`config.mk`:
```
export PLATFORM = sky130hd
export DESIGN_NAME = bpp_ctrl
export DESIGN_NICKNAME = d
export VERILOG_FILES = /design/src/design/bpp_pkg.sv /design/src/design/bpp_ctrl.sv
export VERILOG_INCLUDE_DIRS = /design/src /design/src/design
export SDC_FILE = /design/constraint.sdc
export NUM_CORES = 1
export LEC_CHECK = 0
export BUFFER_PORTS_ARGS = -buffer_cell sky130_fd_sc_hd__buf_2
export CAP_MARGIN = 20
export CORE_MARGIN = 1.5
export CORE_UTILIZATION = 35
export CTS_CLUSTER_DIAMETER = 30
export CTS_CLUSTER_SIZE = 16
export DETAILED_ROUTE_END_ITERATION = 6
export PLACE_DENSITY = 0.58
export REMOVE_ABC_BUFFERS = 1
export SLEW_MARGIN = 5
export SYNTH_ARGS = -nofsm -noshare
export SYNTH_HDL_FRONTEND = slang
export SYNTH_SLANG_ARGS = --single-unit
```
`constraint.sdc`:
```
create_clock -name i_clk -period 8.55 [get_ports i_clk]
set_input_delay 0.4275 -clock i_clk [delete_from_list [all_inputs] [get_ports i_clk]]
set_output_delay 0.4275 -clock i_clk [all_outputs]
set_load 0.005 [all_outputs]
```
`src/design/boris_particle_push_core_macros.svh`:
```
// assertion helpers for the rtl
`ifndef BORIS_PARTICLE_PUSH_CORE_MACROS_SVH
`define BORIS_PARTICLE_PUSH_CORE_MACROS_SVH

// same-cycle implication, checked out of reset
`define BPP_ASSERT_IMPL(lbl, clk, rstn, ante, cons) \
    lbl: assert property (@(posedge clk) disable iff (!rstn) (ante) |-> (cons)) \
        else $error("%m: check failed");

// next-cycle implication, checked out of reset
`define BPP_ASSERT_NEXT(lbl, clk, rstn, ante, cons) \
    lbl: assert property (@(posedge clk) disable iff (!rstn) (ante) |=> (cons)) \
        else $error("%m: check failed");

`endif

```
`src/design/bpp_pkg.sv`:
```
`default_nettype none
package bpp_pkg;

    localparam logic [63:0] SMAX = 64'h7FFF_FFFF_FFFF_FFFF;
    localparam logic [63:0] SMIN = 64'h8000_0000_0000_0000;

    typedef enum logic [2:0] {
        ST_IDLE,
        ST_READ,
        ST_EXEC,
        ST_WAIT,
        ST_PUB
    } t_state;

    typedef enum logic [2:0] {
        K_LDF,
        K_LDONE,
        K_MOV,
        K_ADD,
        K_SUB,
        K_MUL,
        K_DIV,
        K_END
    } t_kind;

    typedef logic [5:0] t_slot;
    typedef logic [6:0] t_pc;

    typedef struct packed {
        t_kind kind;
        t_slot dst;
        t_slot a;
        t_slot b;
    } t_uop;

    typedef struct packed {
        t_slot ra;
        t_slot rb;
        t_kind kind;
        t_slot dst;
        logic  capture;
        logic  wr_alu;
        logic  start_mul;
        logic  start_div;
        logic  wr_unit;
        logic  publish;
    } t_dp_cmd;

    typedef struct packed {
        logic mul_done;
        logic div_done;
    } t_dp_sts;

    // register file slots; config registers sit at their own index
    localparam t_slot A_K    = 6'd0;
    localparam t_slot A_DT   = 6'd1;
    localparam t_slot A_S0   = 6'd2;
    localparam t_slot A_PX   = 6'd8;
    localparam t_slot A_PY   = 6'd9;
    localparam t_slot A_PZ   = 6'd10;
    localparam t_slot A_VX   = 6'd11;
    localparam t_slot A_VY   = 6'd12;
    localparam t_slot A_VZ   = 6'd13;
    localparam t_slot A_FEX  = 6'd14;
    localparam t_slot A_FEY  = 6'd15;
    localparam t_slot A_FEZ  = 6'd16;
    localparam t_slot A_FBX  = 6'd17;
    localparam t_slot A_FBY  = 6'd18;
    localparam t_slot A_FBZ  = 6'd19;
    localparam t_slot A_KEX  = 6'd20;
    localparam t_slot A_KEY  = 6'd21;
    localparam t_slot A_KEZ  = 6'd22;
    localparam t_slot A_MX   = 6'd23;
    localparam t_slot A_MY   = 6'd24;
    localparam t_slot A_MZ   = 6'd25;
    localparam t_slot A_TX   = 6'd26;
    localparam t_slot A_TY   = 6'd27;
    localparam t_slot A_TZ   = 6'd28;
    localparam t_slot A_T2   = 6'd29;
    localparam t_slot A_DEN  = 6'd30;
    localparam t_slot A_SX   = 6'd31;
    localparam t_slot A_SY   = 6'd32;
    localparam t_slot A_SZ   = 6'd33;
    localparam t_slot A_QX   = 6'd34;
    localparam t_slot A_QY   = 6'd35;
    localparam t_slot A_QZ   = 6'd36;
    localparam t_slot A_TA   = 6'd37;
    localparam t_slot A_TB   = 6'd38;
    localparam t_slot A_ONE  = 6'd39;

    localparam int   N_STATE    = 6;
    localparam t_pc  PC_RESTART = 7'd62;
    localparam t_pc  PC_LAST    = 7'd68;

    function automatic logic [63:0] apply_sign(input logic [63:0] mag, input logic neg);
        logic [63:0] res;
        if (!neg) begin
            res = mag[63] ? SMAX : mag;
        end else begin
            res = (mag > SMIN) ? SMIN : (~mag + 64'd1);
        end
        return res;
    endfunction

    function automatic t_uop mk(input t_kind k, input t_slot d, input t_slot a, input t_slot b);
        t_uop u;
        u.kind = k;
        u.dst  = d;
        u.a    = a;
        u.b    = b;
        return u;
    endfunction

    // step program from 0, restart program from PC_RESTART
    function automatic t_uop uop_rom(input t_pc pc);
        t_uop u;
        case (pc)
            7'd0:  u = mk(K_LDF, A_FEX, 6'd0, 6'd0);
            7'd1:  u = mk(K_LDF, A_FEY, 6'd1, 6'd0);
            7'd2:  u = mk(K_LDF, A_FEZ, 6'd2, 6'd0);
            7'd3:  u = mk(K_LDF, A_FBX, 6'd3, 6'd0);
            7'd4:  u = mk(K_LDF, A_FBY, 6'd4, 6'd0);
            7'd5:  u = mk(K_LDF, A_FBZ, 6'd5, 6'd0);
            7'd6:  u = mk(K_MUL, A_KEX, A_K, A_FEX);
            7'd7:  u = mk(K_MUL, A_KEY, A_K, A_FEY);
            7'd8:  u = mk(K_MUL, A_KEZ, A_K, A_FEZ);
            7'd9:  u = mk(K_ADD, A_MX, A_VX, A_KEX);
            7'd10: u = mk(K_ADD, A_MY, A_VY, A_KEY);
            7'd11: u = mk(K_ADD, A_MZ, A_VZ, A_KEZ);
            7'd12: u = mk(K_MUL, A_TX, A_K, A_FBX);
            7'd13: u = mk(K_MUL, A_TY, A_K, A_FBY);
            7'd14: u = mk(K_MUL, A_TZ, A_K, A_FBZ);
            7'd15: u = mk(K_MUL, A_TA, A_TX, A_TX);
            7'd16: u = mk(K_MUL, A_TB, A_TY, A_TY);
            7'd17: u = mk(K_ADD, A_T2, A_TA, A_TB);
            7'd18: u = mk(K_MUL, A_TA, A_TZ, A_TZ);
            7'd19: u = mk(K_ADD, A_T2, A_T2, A_TA);
            7'd20: u = mk(K_LDONE, A_ONE, A_ONE, A_ONE);
            7'd21: u = mk(K_ADD, A_DEN, A_ONE, A_T2);
            7'd22: u = mk(K_ADD, A_TA, A_TX, A_TX);
            7'd23: u = mk(K_DIV, A_SX, A_TA, A_DEN);
            7'd24: u = mk(K_ADD, A_TA, A_TY, A_TY);
            7'd25: u = mk(K_DIV, A_SY, A_TA, A_DEN);
            7'd26: u = mk(K_ADD, A_TA, A_TZ, A_TZ);
            7'd27: u = mk(K_DIV, A_SZ, A_TA, A_DEN);
            // v' = v- + v- x t
            7'd28: u = mk(K_MUL, A_TA, A_MY, A_TZ);
            7'd29: u = mk(K_MUL, A_TB, A_MZ, A_TY);
            7'd30: u = mk(K_SUB, A_TA, A_TA, A_TB);
            7'd31: u = mk(K_ADD, A_QX, A_MX, A_TA);
            7'd32: u = mk(K_MUL, A_TA, A_MZ, A_TX);
            7'd33: u = mk(K_MUL, A_TB, A_MX, A_TZ);
            7'd34: u = mk(K_SUB, A_TA, A_TA, A_TB);
            7'd35: u = mk(K_ADD, A_QY, A_MY, A_TA);
            7'd36: u = mk(K_MUL, A_TA, A_MX, A_TY);
            7'd37: u = mk(K_MUL, A_TB, A_MY, A_TX);
            7'd38: u = mk(K_SUB, A_TA, A_TA, A_TB);
            7'd39: u = mk(K_ADD, A_QZ, A_MZ, A_TA);
            // v+ = v- + v' x s, then second half kick and position update
            7'd40: u = mk(K_MUL, A_TA, A_QY, A_SZ);
            7'd41: u = mk(K_MUL, A_TB, A_QZ, A_SY);
            7'd42: u = mk(K_SUB, A_TA, A_TA, A_TB);
            7'd43: u = mk(K_ADD, A_TA, A_MX, A_TA);
            7'd44: u = mk(K_ADD, A_VX, A_TA, A_KEX);
            7'd45: u = mk(K_MUL, A_TA, A_QZ, A_SX);
            7'd46: u = mk(K_MUL, A_TB, A_QX, A_SZ);
            7'd47: u = mk(K_SUB, A_TA, A_TA, A_TB);
            7'd48: u = mk(K_ADD, A_TA, A_MY, A_TA);
            7'd49: u = mk(K_ADD, A_VY, A_TA, A_KEY);
            7'd50: u = mk(K_MUL, A_TA, A_QX, A_SY);
            7'd51: u = mk(K_MUL, A_TB, A_QY, A_SX);
            7'd52: u = mk(K_SUB, A_TA, A_TA, A_TB);
            7'd53: u = mk(K_ADD, A_TA, A_MZ, A_TA);
            7'd54: u = mk(K_ADD, A_VZ, A_TA, A_KEZ);
            7'd55: u = mk(K_MUL, A_TA, A_VX, A_DT);
            7'd56: u = mk(K_ADD, A_PX, A_PX, A_TA);
            7'd57: u = mk(K_MUL, A_TA, A_VY, A_DT);
            7'd58: u = mk(K_ADD, A_PY, A_PY, A_TA);
            7'd59: u = mk(K_MUL, A_TA, A_VZ, A_DT);
            7'd60: u = mk(K_ADD, A_PZ, A_PZ, A_TA);
            7'd61: u = mk(K_END, A_K, A_K, A_K);
            7'd62: u = mk(K_MOV, A_PX, A_S0, A_S0);
            7'd63: u = mk(K_MOV, A_PY, A_S0 + 6'd1, A_S0);
            7'd64: u = mk(K_MOV, A_PZ, A_S0 + 6'd2, A_S0);
            7'd65: u = mk(K_MOV, A_VX, A_S0 + 6'd3, A_S0);
            7'd66: u = mk(K_MOV, A_VY, A_S0 + 6'd4, A_S0);
            7'd67: u = mk(K_MOV, A_VZ, A_S0 + 6'd5, A_S0);
            default: u = mk(K_END, A_K, A_K, A_K);
        endcase
        return u;
    endfunction

endpackage
`default_nettype wire

```
`src/design/bpp_ctrl.sv`:
```
`default_nettype none
`include "boris_particle_push_core_macros.svh"
module bpp_ctrl
    import bpp_pkg::*;
(
    input  wire logic    i_clk,
    input  wire logic    i_rst_n,
    input  wire logic    i_s_tvalid,
    output logic         o_s_tready,
    input  wire logic    i_s_cmd,
    output logic         o_m_tvalid,
    input  wire logic    i_m_tready,
    output t_dp_cmd      o_cmd,
    input  wire t_dp_sts i_sts
);

    t_state r_state, n_state;
    t_pc    r_pc, n_pc;
    logic   r_ovalid, n_ovalid;
    t_uop   w_uop;

    assign w_uop = uop_rom(r_pc);

    always_ff @(posedge i_clk) begin
        if (!i_rst_n) begin
            r_state  <= ST_IDLE;
            r_pc     <= '0;
            r_ovalid <= 1'b0;
        end else begin
            r_state  <= n_state;
            r_pc     <= n_pc;
            r_ovalid <= n_ovalid;
        end
    end

    always_comb begin
        n_state         = r_state;
        n_pc            = r_pc;
        n_ovalid        = r_ovalid && !i_m_tready;
        o_s_tready      = 1'b0;
        o_cmd.ra        = w_uop.a;
        o_cmd.rb        = w_uop.b;
        o_cmd.kind      = w_uop.kind;
        o_cmd.dst       = w_uop.dst;
        o_cmd.capture   = 1'b0;
        o_cmd.wr_alu    = 1'b0;
        o_cmd.start_mul = 1'b0;
        o_cmd.start_div = 1'b0;
        o_cmd.wr_unit   = 1'b0;
        o_cmd.publish   = 1'b0;
        case (r_state)
            ST_IDLE: begin
                o_s_tready = 1'b1;
                if (i_s_tvalid) begin
                    o_cmd.capture = 1'b1;
                    n_pc          = i_s_cmd ? PC_RESTART : '0;
                    n_state       = ST_READ;
                end
            end
            ST_READ: begin
                n_state = ST_EXEC;
            end
            ST_EXEC: begin
                case (w_uop.kind)
                    K_END: begin
                        n_state = ST_PUB;
                    end
                    K_MUL: begin
                        o_cmd.start_mul = 1'b1;
                        n_state         = ST_WAIT;
                    end
                    K_DIV: begin
                        o_cmd.start_div = 1'b1;
                        n_state         = ST_WAIT;
                    end
                    default: begin
                        o_cmd.wr_alu = 1'b1;
                        n_pc         = r_pc + 7'd1;
                        n_state      = ST_READ;
                    end
                endcase
            end
            ST_WAIT: begin
                if (i_sts.mul_done || i_sts.div_done) begin
                    o_cmd.wr_unit = 1'b1;
                    n_pc          = r_pc + 7'd1;
                    n_state       = ST_READ;
                end
            end
            ST_PUB: begin
                // hold the result back until the output register frees up
                if (!r_ovalid || i_m_tready) begin
                    o_cmd.publish = 1'b1;
                    n_ovalid      = 1'b1;
                    n_state       = ST_IDLE;
                end
            end
            default: begin
                n_state = ST_IDLE;
            end
        endcase
    end

    assign o_m_tvalid = r_ovalid;

    `BPP_ASSERT_IMPL(a_pub_free, i_clk, i_rst_n, o_cmd.publish, !r_ovalid || i_m_tready)
    `BPP_ASSERT_NEXT(a_start_wait, i_clk, i_rst_n, o_cmd.start_mul || o_cmd.start_div, r_state == ST_WAIT)
    `BPP_ASSERT_IMPL(a_pc_range, i_clk, i_rst_n, r_state != ST_IDLE, r_pc <= PC_LAST)
    `BPP_ASSERT_NEXT(a_cap_read, i_clk, i_rst_n, o_cmd.capture, r_state == ST_READ && !o_s_tready)

endmodule
`default_nettype wire

```
### After elaboration in Yosys (flattened, before gate mapping)

Memories as Yosys holds them, arrays and structs flattened. A register that Yosys moved wholly into a read port is not among the register bits.
Index checks and enable logic that the tools add are counted.

* output and inout bits: 29
* memories: 1
* word-level logic and storage cells: 52
* bits in read-only memories: 2688
* bits in registers: 11
* input bits: 7

Memory list
* (name not given): depth 128, bits a word 21, rd ports 1, clocked after memory_dff 1, write ports 0, line bpp_pkg.sv:117 `case (pc)`

* reductions and logical operators: 11
* add/sub/neg operators: 1
* multiplexer cells: 25
* equality and inequality tests: 11

Operators by type and width (number)
* 7-bit two-way mux: 5
* 7-bit one-hot mux with 3 select lines: 1
* 3-bit one-hot mux with 5 select lines: 1
* 3-bit equality test (second input constant): 4
* 1-bit two-way mux: 12
* 3-bit two-way mux: 4
* 2-bit inequality test (second input constant): 4
* 7-bit by 1-bit adder with 7-bit output (second input constant): 1
* 3-bit by 2-bit equality test with 1-bit output (second input constant): 2
* 6-bit two-way mux: 1
* 3-bit one-hot mux with 2 select lines: 1
* 4-bit AND reduction: 1
* 3-bit by 1-bit equality test with 1-bit output (second input constant): 1
* 3-bit zero test: 1
* 3-bit AND reduction: 1
* 3-bit nonzero test: 1
* 3-bit OR reduction: 1
* 1-bit zero test: 2
* 1-bit logical OR: 2
* 2-bit OR reduction: 1
* 1-bit logical AND: 1

### Longest topological paths before layout

* depth in word-level cells: 6
* gate-level depth with buffers: 15
* mapped depth without buffers: 11

### Worst setup path before layout

No wires, ideal clock.

* path type: input to register
* start: in i_sts[0] in the netlist's numbering
* end: reg w_uop[20] (netlist name)
* data required time: 8.417 ns
* data arrival time: 2.714 ns
* path slack: 5.703 ns
* cell stages on the path: 12
* path buffers: 2
* cell sequence: o21a_4 -> o221a_4 -> buf_6 -> o211ai_1 -> o211ai_4 -> inv_2 -> ha_1 -> clkbuf_1 -> o21ai_0 -> and3_1 -> o41ai_2 -> nand3_1

* longest elaborated chain between the ends: 5

RTL lines
* from (decl): line bpp_ctrl.sv:14 `input wire t_dp_sts i_sts`
* 1-bit logical OR: line bpp_ctrl.sv:84 `if (i_sts.mul_done || i_sts.div_done) begin`
* 2-bit inequality test (no source line)
* 4-bit AND reduction (no source line)
* 7-bit two-way mux (no source line) (2 in a row)

No other way between the ends.
A chain may end at the register's enable or synchronous reset.

### Final worst setup path

* start: reg r_state[1]
* end: reg w_uop[8] (netlist name)

* longest elaborated chain between the ends: 5

RTL lines
* from (decl): line bpp_ctrl.sv:17 `t_state r_state, n_state;`
* from (signal assigned): line bpp_ctrl.sv:30 `r_state <= n_state;`
* 3-bit by 2-bit equality test with 1-bit output or 3-bit zero test (tied branches): line bpp_ctrl.sv:51 `case (r_state)`
* 2-bit inequality test (no source line) or 3-bit nonzero test (tied branches)
* 4-bit AND reduction (no source line)
* 7-bit two-way mux (no source line) (*) (2 in a row)

Mark *: on every way between the ends. The rest lies on a longest branch, timed or not.

==> results.cfg <==
[yosys]
synth.area.top_cells = dfxtp_1, ha_1, nand2_1, a21oi_1, o21ai_0
synth_enable_flop_cells = 0
synth_seq_area_share = 0.195
netlist.area_leader.share = 0.195
syn_inst = 425
ys_ff_latch = 32
synthesis.area_um2 = 3280
yosys_warnings = 0
synth_top_cell_by_area = dfxtp_1
avgSynthCellArea_um2 = 7.72
ys.flop_type = dfxtp_1
yosysUniqueCellTypes = 88
synthArstFlopShare = 0

[drt]
finalWirelength_mm = 11.8
dr.pass1.iters = 7
drt-initial-drc-count = 719
avgRoutedWirePerCell_um = 21.9
drtAntennaViolNets = 0
drc = 4
vias = 3699
viasPerCell = 6.85

[timing]
fin_skew_ns = 0.00939
slew_headroom = 0.267
fin_tns_setup_ns = 0
tightest_slew_ns = 1.09
finalCritPeriodShare = 0.432
finalCriticalPeriod_ns = 3.70
hold_viol = 0
rsz0062_at_grt = no
finalMaxSlewViolations = 0
fmax_mhz = 271
finalSetupViolations = 0

[die]
dieHeight_um = 99.8
die_area_um2 = 9970
die_x_um = 99.8
initial_core_util = 0.359
num_rows = 35
fp.coreArea_um2 = 9150
pin_count = 36

[grt]
grt_first_pass_wirelength_mm = 18.5
grt_usage = 0.234
overflow = 0
grt_pass1_vias = 3406
antenna_found_initial = 0
grt_max_degree = 62

[hold_path]
hold_class = in -> reg

[clock_tree]
tritoncts = built
clockBufferDepth = 2
cts_hold_buf = 0
cts_resized = 0
ctsHtreeMaxLevel = 2
insertion_delay_ns = 0.30
clock-sinks = 32
cts_root_buf = clkbuf_8
path_clk_slew_ns = 0.07
cts_made_buffers = 5
post_cts_buffers = 0

[finish]
area_growth_syn_to_layout_pct = 6.06
drive_above_1_share = 0.193
fin_util = 0.380
layout_common_cells = nand2_1, buf_2, dfxtp_1
final_common_cell = nand2_1
nets = 451
diodes = 0

[worst_setup_path]
worstPathArrival_ns = 3.84
cp-start-kind = register
critical_path_class = reg -> reg
crit_required_ns = 8.70
endpoint_kind = register
path_max_fanout = 61

[pwr]
power_density_nw_per_um2 = 172
irDropWorstVdd_v = 0.0000878
leakagePower_nw = 1.32

[job]
maxCapViolCount = 0

[outcome]
violations = DRC
status = complete, but fails checks

[placed_design]
dp_hpwl_mm = 7.74
port_buffers = 35
gp_congestion = 0.922
area by class of cell:
class | instances | area (um2)
clock inverters | 1 | 30.0
fillers | 933 | 5670
multi-input cells | 336 | 2320
repair buffers | 38 | 198
well taps | 111 | 139
clock buffers | 7 | 96.3
inverters | 15 | 61.3
flip-flops and latches | 32 | 641
synthesized netlist by cell type (all sizes together) (9+ instances only):
cell type / count
o21ai: 33
ha: 16
o211ai: 11
nand2: 47
a211oi: 12
inv: 15
dfxtp: 32
nand3: 17
buf: 30
a21oi: 30
nor2: 30
clkbuf: 12
o221ai: 9
nor3: 12
state kept, by name, indices dropped and copies added (netlist names):
name and flops:
w_uop 21, r_state 3, r_pc 7, o_m_tvalid 1
report_power, final:
part	internal [W]	leakage [nW]	switching (W)	total, W
logic	0.0000843	0.991	0.000157	0.000241
clock network	0.000103	0.0645	0.0000634	0.000166
registers	0.000173	0.265	0.0000173	0.000190
total	0.000360	1.32	0.000238	0.000598
worst paths after layout:
check | cells after the start | from | end | slack (ns)
min reg2reg | 2 | o_m_tvalid | o_m_tvalid | 0.53
max reg2reg | 10 | r_state[1] | w_uop[8] | 4.85
max | 10 | r_state[1] | w_uop[8] | 4.85
min | 3 | i_m_tready | o_m_tvalid | 0.45
critical path, cell delays in order, from the launching register on:
cell and delay (ns):
dfxtp_1 0.59, nor2b_2 0.50, mux2_1 0.37, o21ai_1 0.11, or2_1 0.11, buf_4 0.40
inv_4 0.35, ha_1 0.33, a222oi_1 0.40, o311a_1 0.26, o221ai_1 0.12
routing by layer:
metal	up-vias	GRT usage	share of wire
met1	1693	0.313	0.41
met4	0	0.0943	0.052
met3	85	0.0529	0.11
met5	-	0	0
met2	292	0.364	0.43
li1	1629	-	-
metrics by stage:
stage                     area (um2)  hold slack [ns]  worst slack (ns)  instances  total power (W)
after floorplan                 3020            0.502              5.04        383         0.000343
after global placement          3350            0.513              5.05        532         0.000428
after detailed placement        3350            0.527              5.02        532         0.000424
after CTS                       3480            0.459              4.98        540         0.000589
after global routing            3480            0.466              4.73        540         0.000624
final                           3480            0.450              4.85        540         0.000598
logic make-up (layout without fill, tap and decap cells):
logic type,Yosys count,after routing,share of synthesized area
buffers and inverters,57,61,0.0991
adders and majority gates,16,16,0.0610
DFF,32,32,0.195
muxes,7,7,0.0248
AOI/OAI and AO/OA,169,169,0.387
xor gates and xnor gates,3,3,0.00801
and+or+nand+nor,141,141,0.225
Power figures use the tool's default switching activity.
